## config.mk

```make
export PLATFORM = sky130hd
export DESIGN_NAME = rgwa_mul
export DESIGN_NICKNAME = d
export VERILOG_FILES = /design/src/rtl/rain_gauge_window_accumulator_assert.svh /design/src/rtl/rgwa_pkg.sv /design/src/rtl/rgwa_mul.sv
export SDC_FILE = /design/constraint.sdc
export NUM_CORES = 2
export LEC_CHECK = 0
export BUFFER_PORTS_ARGS = -buffer_cell sky130_fd_sc_hd__buf_2
export CAP_MARGIN = 20
export CELL_PAD_IN_SITES_DETAIL_PLACEMENT = 1
export CELL_PAD_IN_SITES_GLOBAL_PLACEMENT = 1
export CORE_UTILIZATION = 46
export DETAILED_ROUTE_END_ITERATION = 6
export HOLD_SLACK_MARGIN = 0.02
export PLACE_DENSITY_LB_ADDON = 0.1
export SLEW_MARGIN = 15
export SYNTH_ARGS = -nofsm -noshare
export SYNTH_HDL_FRONTEND = slang
export SYNTH_SLANG_ARGS = --single-unit
```

## constraint.sdc

```tcl
create_clock -name i_clk -period 7.7 [get_ports i_clk]
set_input_delay 1.925 -clock i_clk [delete_from_list [all_inputs] [get_ports i_clk]]
set_output_delay 1.925 -clock i_clk [all_outputs]
set_load 0.05 [all_outputs]
```

## src/rtl/rain_gauge_window_accumulator_assert.svh

```systemverilog
// Assertion helpers used by the rain gauge accumulator RTL.
`ifndef RAIN_GAUGE_WINDOW_ACCUMULATOR_ASSERT_SVH
`define RAIN_GAUGE_WINDOW_ACCUMULATOR_ASSERT_SVH

// Same-cycle implication, checked out of reset.
`define RGWA_ASSERT_NOW(label, clk, rst_n, ante, cons) \
    label: assert property (@(posedge clk) disable iff (!rst_n) (ante) |-> (cons)) \
        else $error("rgwa check failed");

// Next-cycle implication, checked out of reset.
`define RGWA_ASSERT_NEXT(label, clk, rst_n, ante, cons) \
    label: assert property (@(posedge clk) disable iff (!rst_n) (ante) |=> (cons)) \
        else $error("rgwa check failed");

`endif

```

## src/rtl/rgwa_pkg.sv

```systemverilog
package rgwa_pkg;

    // Default window geometry
    localparam int BINS_PER_HOUR_DEF = 12;
    localparam int WINDOW_HOURS_DEF  = 24;

    // Field widths
    localparam int BIN_W    = 16;
    localparam int NBINS_W  = 9;
    localparam int SUM_W    = 25;
    localparam int RAIN_W   = 57;
    localparam int CFG_W    = 16;
    localparam int CFG_IDX_W = 2;
    localparam int MUL_A_W  = 32;

    localparam logic [SUM_W-1:0] SUM_MAX = {SUM_W{1'b1}};
    localparam logic [BIN_W-1:0] BIN_MAX = {BIN_W{1'b1}};

    // Config register indexes
    localparam logic [CFG_IDX_W-1:0] REG_PULSE_PRESCALE = 2'd0;
    localparam logic [CFG_IDX_W-1:0] REG_UM_PER_TIP     = 2'd1;

    localparam logic [CFG_W-1:0] PULSE_PRESCALE_RST = 16'd1;
    localparam logic [CFG_W-1:0] UM_PER_TIP_RST     = 16'd200;

    typedef enum logic [1:0] {
        CMD_PULSE = 2'd0,
        CMD_TICK  = 2'd1,
        CMD_QUERY = 2'd2,
        CMD_CLEAR = 2'd3
    } t_cmd;

    typedef enum logic [2:0] {
        ST_CLEAR,
        ST_IDLE,
        ST_PULSE_WR,
        ST_SUM,
        ST_MUL1,
        ST_MUL2,
        ST_DONE
    } t_state;

    typedef struct packed {
        t_cmd               command;
        logic [NBINS_W-1:0] window_bins;
    } t_in_item;

    typedef struct packed {
        logic [SUM_W-1:0]  bin_sum;
        logic [RAIN_W-1:0] rainfall_um;
        logic              window_error;
    } t_out_item;

endpackage

```

## src/rtl/rgwa_mul.sv

```systemverilog
module rgwa_mul (
    input  logic                         i_clk,
    input  logic                         i_en,
    input  logic [rgwa_pkg::MUL_A_W-1:0] i_a,
    input  logic [rgwa_pkg::SUM_W-1:0]   i_b,
    output logic [rgwa_pkg::RAIN_W-1:0]  o_p
);
    import rgwa_pkg::*;

    logic [RAIN_W-1:0] r_p;

    // 32x25 product, registered; reused for both scaling steps
    always_ff @(posedge i_clk) begin
        if (i_en) begin
            r_p <= RAIN_W'(i_a) * RAIN_W'(i_b);
        end
    end

    assign o_p = r_p;

endmodule

```

==> flow_summary.toml <==
[outcome]
status = "finished with violations"
violations = "design-rule violations, negative setup slack"

[critical_path]
crit_type = "in -> reg"
startpoint_type = "primary input"
worstPathRequired_ps = 7780
cp.arrival_ps = 8300
critPathCaptureType = "register"
cp_max_fo = 12

[synthesis]
netlist_area_um2 = 27700
synthCells = 3020
synth_edf_count = 57
syn_nets = 3958
syn_area_per_cell_um2 = 9.18
ys_seq_area_share_pct = 6.18
ys.flop_type = "edfxtp_1"
yosysUniqueCellTypes = 54
ys_warn_count = 0
synth-async-reset-ratio_pct = 0
ys_ff_latch = 57

[place]
io_buffers = 115
place.gp.congestion = 0.878
dp.cells = 4069
dp_hpwl_um = 73600

[final_layout]
area_growth_syn_to_layout_pct = 23.0
drive_above_1_share_pct = 24.7
largest_reg_flops = 57
final_core_util_pct = 57.5
num-fill-cells = 6754
finalNetCount = 4308
multiInputGateArea_um2 = 23900
antenna_cells = 0
regArea_um2 = 1710
fin_cells = 4148

[sta]
final_max_slew_viol_count = 0
tightest_slew_ps = 744
fmax_mhz = 122
setup_tns_ps = -8570
period_share_pct = 107
period_minus_slack_ps = 8220
rsz0062_at_grt = "true"
relSlewSlack_pct = 50.4
timing.final.ws_setup_ps = -516
hold_ws_ps = 2260
hold_violations = 0
finalSetupViolCount = 33

[grt]
grt_pass1_vias = 25600
grt_max_degree = 58
grt_pass1_wl_um = 137000
grt_use_total_pct = 29.3
antenna_found_initial = 1
grt_overflow = 0

[die]
die_area_um2 = 61200
dieWidth_um = 247
die_h_um = 247
coreArea_um2 = 59200
start_util_pct = 46.8
rows = 89
io_pins = 116

[clock_network]
cts.reportedPaths.clkPinSlew_ps = 50
root_buffer = "clkbuf_16"
numCtsBuffers = 9
cts.sinks = 57
cts_buffer_depth = 2
cts_max_level = 3
cts_tree = "yes"

[min_path]
hold_path.class = "in -> reg"

[detailed_routing]
vias = 21500
wirelength_um = 87300
vias_per_cell = 5.18
ant_nets = 0
drt-initial-drc-count = 826
wl_per_cell_um = 21.0
drtPass1Iterations = 7
drc = 4

[job]
cap_violations = 0
## path summary, 6_finish.rpt
kind / startpoint / endpoint / cells past startpoint
hold / removal: i_en / o_p[48] / 2
setup / recovery: i_b[11] / o_p[54] / 24
## synthesized netlist by cell type, types with 2 or more instances
cell type / n / share of area [%]
inv_1: 756 / 10
fa_1: 687 / 50
and2_1: 433 / 9.8
nand2_1: 411 / 5.6
ha_1: 192 / 8.7
clkbuf_1: 162 / 2.2
a21oi_1: 69 / 1.2
edfxtp_1: 57 / 6.2
xnor2_1: 34 / 1.1
a21o_1: 27 / 0.73
nor2_1: 27 / 0.37
o21ai_0: 25 / 0.45
xor2_1: 21 / 0.66
nand4_1: 19 / 0.43
nand3_1: 12 / 0.22
o21bai_1: 7 / 0.19
nor2b_1: 6 / 0.14
a31oi_1: 5 / 0.11
nand2b_1: 5 / 0.11
a31o_2: 4 / 0.13
and3_1: 4 / 0.090
nor3_1: 4 / 0.072
nor4_1: 4 / 0.090
o211ai_1: 4 / 0.11
o221ai_1: 4 / 0.13
and4_1: 3 / 0.095
o21a_1: 3 / 0.081
a31oi_4: 2 / 0.15
and3_2: 2 / 0.054
buf_2: 2 / 0.036
clkbuf_2: 2 / 0.036
nor3b_1: 2 / 0.054
o31a_1: 2 / 0.063
o31ai_1: 2 / 0.054
or3_1: 2 / 0.045
## cell type report
type / instances / share of cell area, %
clock buffer: 9 / 0.661
clock inverter: 7 / 0.180
inverter: 756 / 8.33
multi-input combinational: 2041 / 70.1
sequential: 57 / 5.02
tap: 773 / 2.84
timing repair buffer: 505 / 12.8
## worst max-delay path, cell delays in order
cell,delay (ps)
buf_6,130
buf_12,150
and2_4,140
fa_1,550
inv_2,50
fa_1,560
inv_2,50
fa_1,520
fa_1,580
fa_1,440
fa_1,490
inv_1,60
fa_2,590
inv_2,50
ha_4,270
nand4_1,140
nor4_4,350
a21oi_1,150
o211ai_1,130
a21oi_2,80
o31a_1,330
o21ai_4,240
a41oi_2,160
xnor2_1,160
## cell usage in the layout, fill, tap and decap left out, types with 6 or more instances in the layout
cell type,instances
xor2_1,15
inv_1,707
buf_8,10
a21oi_2,24
nand2_1,386
edfxtp_1,57
nand3_1,6
buf_12,29
ha_4,28
buf_6,74
a21o_1,27
nand3_2,6
buf_2,69
a21oi_4,8
xnor2_1,24
o21ai_0,12
nand4_1,19
nor2_1,22
buf_4,320
xnor2_2,10
and2_4,48
o21ai_1,6
clkbuf_16,10
inv_2,49
fa_1,632
fa_2,55
and2_1,385
ha_1,162
nand2_2,21
a21oi_1,38
## metal layers
metal | vias up | GRT usage (%) | wire, µm
met1 | 11400 | 34.7 | 33600
met3 | 206 | 3.20 | 2690
li1 | 9408 | - | -
met5 | - | 0 | 13
met4 | 2 | 11.9 | 4000
met2 | 434 | 53.8 | 46900
## repair_timing
action / in CTS / in global routing
cloned: 1 / 1
setup buffers: 32 / 37
hold buffers: 0 / 0
hold endpoints to repair: 0 / 0
pin swaps: 115 / 108
endpoints found under the setup margin: 40 / 41
resized for setup: 275 / 151
## cells by family (layout without fill, tap and decap cells)
family          Yosys count  count (layout)  share of synthesized area (%)
simple gates            936             936                           17.2
buf+inv                 922            1277                           12.5
fa+ha+maj               879             879                           58.3
compound gates          171             171                           4.14
flops                    57              57                           6.18
xor+xnor                 55              55                           1.74
## per-stage QoR
stage / area (µm²) / setup WS [ps]
3_3_place_gp: 31700 / -1020
2_1_floorplan: 28500 / -200
6_report: 34100 / -516
4_1_cts: 33300 / -457
5_1_grt: 34100 / -649
3_5_place_dp: 31700 / -1060
Power is left out: the tool's default activity adds up to more than one toggle a clock period on the data nets, which glitch-free logic cannot reach.
