$ cat config.mk
export PLATFORM = sky130hd
export DESIGN_NAME = rgwa_bin_ram
export DESIGN_NICKNAME = d
export VERILOG_FILES = /design/src/rtl/rain_gauge_window_accumulator_assert.svh /design/src/rtl/rgwa_pkg.sv /design/src/rtl/rgwa_bin_ram.sv
export SDC_FILE = /design/constraint.sdc
export NUM_CORES = 2
export LEC_CHECK = 0
export BUFFER_PORTS_ARGS = -buffer_cell sky130_fd_sc_hd__buf_2
export CAP_MARGIN = 20
export CORE_ASPECT_RATIO = 1.25
export CORE_MARGIN = 2
export CORE_UTILIZATION = 60
export CTS_BUF_LIST = sky130_fd_sc_hd__clkbuf_4 sky130_fd_sc_hd__clkbuf_8
export DETAILED_ROUTE_END_ITERATION = 8
export PLACE_DENSITY = 0.76
export SYNTH_ARGS = -nofsm -noshare
export SYNTH_HDL_FRONTEND = slang
export SYNTH_MEMORY_MAX_BITS = 65536
export SYNTH_SLANG_ARGS = --single-unit
$ cat constraint.sdc
create_clock -name i_clk -period 4.9 [get_ports i_clk]
set_clock_uncertainty 0.2 [all_clocks]
set_input_delay 0.245 -clock i_clk [delete_from_list [all_inputs] [get_ports i_clk]]
set_output_delay 0.245 -clock i_clk [all_outputs]
set_load 0.01 [all_outputs]
$ cat src/rtl/rain_gauge_window_accumulator_assert.svh
// Assertion helpers used by the rain gauge accumulator RTL.
`ifndef RAIN_GAUGE_WINDOW_ACCUMULATOR_ASSERT_SVH
`define RAIN_GAUGE_WINDOW_ACCUMULATOR_ASSERT_SVH

// Same-cycle implication, checked out of reset.
`define RGWA_ASSERT_NOW(label, clk, rst_n, ante, cons) \
    label: assert property (@(posedge clk) disable iff (!rst_n) (ante) |-> (cons)) \
        else $error("rgwa check failed");

// Next-cycle implication, checked out of reset.
`define RGWA_ASSERT_NEXT(label, clk, rst_n, ante, cons) \
    label: assert property (@(posedge clk) disable iff (!rst_n) (ante) |=> (cons)) \
        else $error("rgwa check failed");

`endif

$ cat src/rtl/rgwa_pkg.sv
package rgwa_pkg;

    // Default window geometry
    localparam int BINS_PER_HOUR_DEF = 12;
    localparam int WINDOW_HOURS_DEF  = 24;

    // Field widths
    localparam int BIN_W    = 16;
    localparam int NBINS_W  = 9;
    localparam int SUM_W    = 25;
    localparam int RAIN_W   = 57;
    localparam int CFG_W    = 16;
    localparam int CFG_IDX_W = 2;
    localparam int MUL_A_W  = 32;

    localparam logic [SUM_W-1:0] SUM_MAX = {SUM_W{1'b1}};
    localparam logic [BIN_W-1:0] BIN_MAX = {BIN_W{1'b1}};

    // Config register indexes
    localparam logic [CFG_IDX_W-1:0] REG_PULSE_PRESCALE = 2'd0;
    localparam logic [CFG_IDX_W-1:0] REG_UM_PER_TIP     = 2'd1;

    localparam logic [CFG_W-1:0] PULSE_PRESCALE_RST = 16'd1;
    localparam logic [CFG_W-1:0] UM_PER_TIP_RST     = 16'd200;

    typedef enum logic [1:0] {
        CMD_PULSE = 2'd0,
        CMD_TICK  = 2'd1,
        CMD_QUERY = 2'd2,
        CMD_CLEAR = 2'd3
    } t_cmd;

    typedef enum logic [2:0] {
        ST_CLEAR,
        ST_IDLE,
        ST_PULSE_WR,
        ST_SUM,
        ST_MUL1,
        ST_MUL2,
        ST_DONE
    } t_state;

    typedef struct packed {
        t_cmd               command;
        logic [NBINS_W-1:0] window_bins;
    } t_in_item;

    typedef struct packed {
        logic [SUM_W-1:0]  bin_sum;
        logic [RAIN_W-1:0] rainfall_um;
        logic              window_error;
    } t_out_item;

endpackage

$ cat src/rtl/rgwa_bin_ram.sv
module rgwa_bin_ram #(
    parameter int DEPTH = 288,
    parameter int AW    = 9
) (
    input  logic                      i_clk,
    input  logic                      i_we,
    input  logic [AW-1:0]             i_waddr,
    input  logic [rgwa_pkg::BIN_W-1:0] i_wdata,
    input  logic                      i_re,
    input  logic [AW-1:0]             i_raddr,
    output logic [rgwa_pkg::BIN_W-1:0] o_rdata
);
    import rgwa_pkg::*;

    logic [BIN_W-1:0] r_mem [DEPTH];
    logic [BIN_W-1:0] r_rdata;

    // One write port, one registered read port
    always_ff @(posedge i_clk) begin
        if (i_we) begin
            r_mem[i_waddr] <= i_wdata;
        end
        if (i_re) begin
            r_rdata <= r_mem[i_raddr];
        end
    end

    assign o_rdata = r_rdata;

endmodule

==> flow_summary.yaml <==
finish:
  drive_gt1_share_pct: 26.8
  sequential_cell_area_sq_um: 139000
  synthToLayoutAreaGrowth_pct: 11.8
  finalNonFillerCells: 13800
  utilization_pct: 67.3
  nets: 9323
  n_fill_cell: 18100
  multi_input_area_sq_um: 37000
run_status:
  violations: "max-slew violations"
  status: "finished, violations left"
critical_path:
  max_stage_delay_ps: 990
  cp_data_required_time_ps: 5540
  crit_path_end: "o_rdata[4]"
  cp_slowest_cell: "a211oi_1"
  cp.arrival_ps: 5070
  r2r-start: "r_mem[180][4]"
  cp-start-kind: "input port"
  path_cells: "dlygate4sd3_1 > buf_2 > nor2b_1 > nand2_1 > a211oi_1 > o31ai_1 > nand4_1 > nor4_1 > buf_4 > a2111o_1 > dlygate4sd3_1"
  cpMostUsedCell: "dlygate4sd3_1"
  r2r_end: "o_rdata[4]"
  crit_fanout: 6
  r2r_cells: 8
  end_kind: "register"
  startpoint: "i_raddr[5]"
  rrSetupSlack_ps: 910
  path_class: "input port to register"
clock_tree:
  cts_sinks: 4624
  tritoncts: "built"
  root_buffer: "clkbuf_8"
  cts_buffers: 659
  post_cts_buffers: 0
  insertion_delay_ps: 1110
  clk_pin_slew_ps: 70
  htree_levels: 6
  clk_path_buf_depth: 4
  cts_resized: 0
  cts_hold_buf: 44
floorplanning:
  start_util_pct: 60.2
  die_area_sq_um: 302000
  die_w_microns: 492
  core_area_sq_um: 297000
  core.rowCount: 224
  dieHeight_microns: 614
  design.portCount: 53
synth:
  synth-async-reset-ratio_pct: 0
  ys_ff_latch: 4624
  synthesis.area_sq_um: 179000
  synth_most_common_cell: "edfxtp_1"
  synth_ff_type: "edfxtp_1"
  yosysTopAreaCellShare_pct: 77.6
  synth_edf_count: 4624
  ys_top_cells_by_area: "edfxtp_1, mux4_2, mux2i_1, o221ai_1, nor2_1"
  avgSynthCellArea_sq_um: 21.2
  syn-instance-count: 8424
  synthDistinctLibCells: 66
  synth_warnings: 0
  yosys.area.top_type: "edfxtp_1"
  yosys-top-cells-count: "edfxtp_1, mux4_2, mux2i_1, nor2_1, o221ai_1"
  seq_area_frac_synth_pct: 77.6
  postSynthNetCount: 8461
drt:
  routed_wl_mm: 496
  drtPass1Iterations: 6
  route.detailed.drc: 0
  ant_nets: 0
  post_drt_wl_per_cell_microns: 36.0
  viasPerCell: 6.91
  drtIter0Drc: 14900
  vias: 95200
sta:
  setup_viol: 0
  drv_slew: 63
  hold_violations: 0
  worst_slew_pin_slew_ps: 1590
  setup_tns_ps: 0
  period_minus_slack_ps: 4430
  max_freq_mhz: 226
  fin_crit_sh_pct: 90.3
  slew_headroom_pct: -6.24
  grt_setup_unrepaired: "no"
pwr:
  combPwrFrac_pct: 5.6
  power_mw: 77.1
  power.density_nw_per_um2: 386
  swShare_pct: 22.3
  p_int_mw: 59.9
  p_seq_share_pct: 56.6
  switchingPower_mw: 17.2
  clkPwrFrac_pct: 37.8
  ir_drop_mv: 0.295
  cellLeakagePower_nw: 64.5
grt:
  grt_start_max_net_pins: 172
  grt_overflow_total: 0
  grt_pass1_wl_mm: 692
  grt_pass1_vias: 94300
  antenna_found_initial: 33
  gr-usage-all-layers_pct: 32.4
job:
  cap_violations: 0
place:
  port_buffers: 52
  dp_hpwl_mm: 298
  gp_congestion: 0.916
  placed_cells: 12500
hold_path:
  hold_class: "input port to register"
-- critical path, delay by kind of cell --
family	cells	cell delay [ps]
compound gates	3	1640
buf+inv	4	1570
simple gates	4	1610
-- stage by stage --
step / hold slack [ps] / instance area, sq um / setup slack [ps]
2_1_floorplan: 144 / 179000 / 1990
3_3_place_gp: 546 / 187000 / -280
3_5_place_dp: 558 / 187000 / 299
4_1_cts: 20.9 / 200000 / 825
5_1_grt: 67.4 / 200000 / 685
6_report: 40.2 / 200000 / 474
-- power by group through the flow --
stage               Sequential (mW)  Combinational (mW)  Clock (mW)
global placement               44.5                4.10           0
finish                         43.6                4.31        29.1
floorplan                      44.4                2.15           0
global route                   43.6                4.42        30.8
detailed placement             44.5                4.19           0
CTS                            43.6                4.24        29.3
-- registers in the layout, summed over array words and instances (netlist names) --
name	count
o_rdata	16
r_mem	4608
-- layer usage --
layer	GRT usage [%]	wire length [microns]
met5	0	224
met4	20.3	35700
met3	8.20	60500
met2	51.0	238000
met1	40.8	162000
-- logic make-up after synthesis --
group | Yosys count | synth area share, %
buffers and inverters | 510 | 1.74
AO/OA/AOI/OAI | 911 | 3.53
flip-flops | 4624 | 77.6
multiplexers | 1607 | 15.2
AND/OR/NAND/NOR | 772 | 1.86
-- area by class of cell --
class,count,share of cell area (%)
antenna,33,0.0413
multi-input combinational,3290,18.5
clock buffer,892,5.45
timing repair buffer,704,3.22
clock inverter,268,0.771
sequential,4624,69.5
inverter,7,0.0207
tap,3955,2.48
-- layout by cell type (no fill, tap or decap), types with 9 or more instances in the layout --
cell           count
o221ai_1         260
a2bb2oi_1          9
buf_12            78
o211ai_1          16
buf_4            527
nand3_1           46
inv_6             10
clkbuf_4         223
nor2_1           352
and2_1            16
edfxtp_1        4624
a22oi_1           16
nor4_1            13
o31ai_1           13
nand4_1           11
clkinv_2          65
nor2_2            36
clkinv_1         157
nor3_1            81
buf_8             18
o22ai_1          193
diode_2           33
mux4_2           890
buf_2             32
o21ai_0           85
nand2_1          145
nand2_2           12
clkinvlp_4        17
inv_8              9
or4_1             11
a31oi_1           38
clkbuf_8         671
nor2b_1            9
a21oi_1          180
a211oi_1          20
a221oi_1           9
dlygate4sd3_1     44
mux2i_1          714
-- how the worst min path moves through the flow --
stage | startpoint | to | cells after the start
after floorplan | i_wdata[0] | r_mem[0][0] | 0
after global placement | o_rdata[15] | o_rdata[15] | 1
after detailed placement | o_rdata[15] | o_rdata[15] | 1
after CTS | i_wdata[7] | r_mem[208][7] | 2
after global routing | i_wdata[7] | r_mem[208][7] | 2
final | i_wdata[15] | r_mem[22][15] | 2
(Power assumes the default switching activity.)
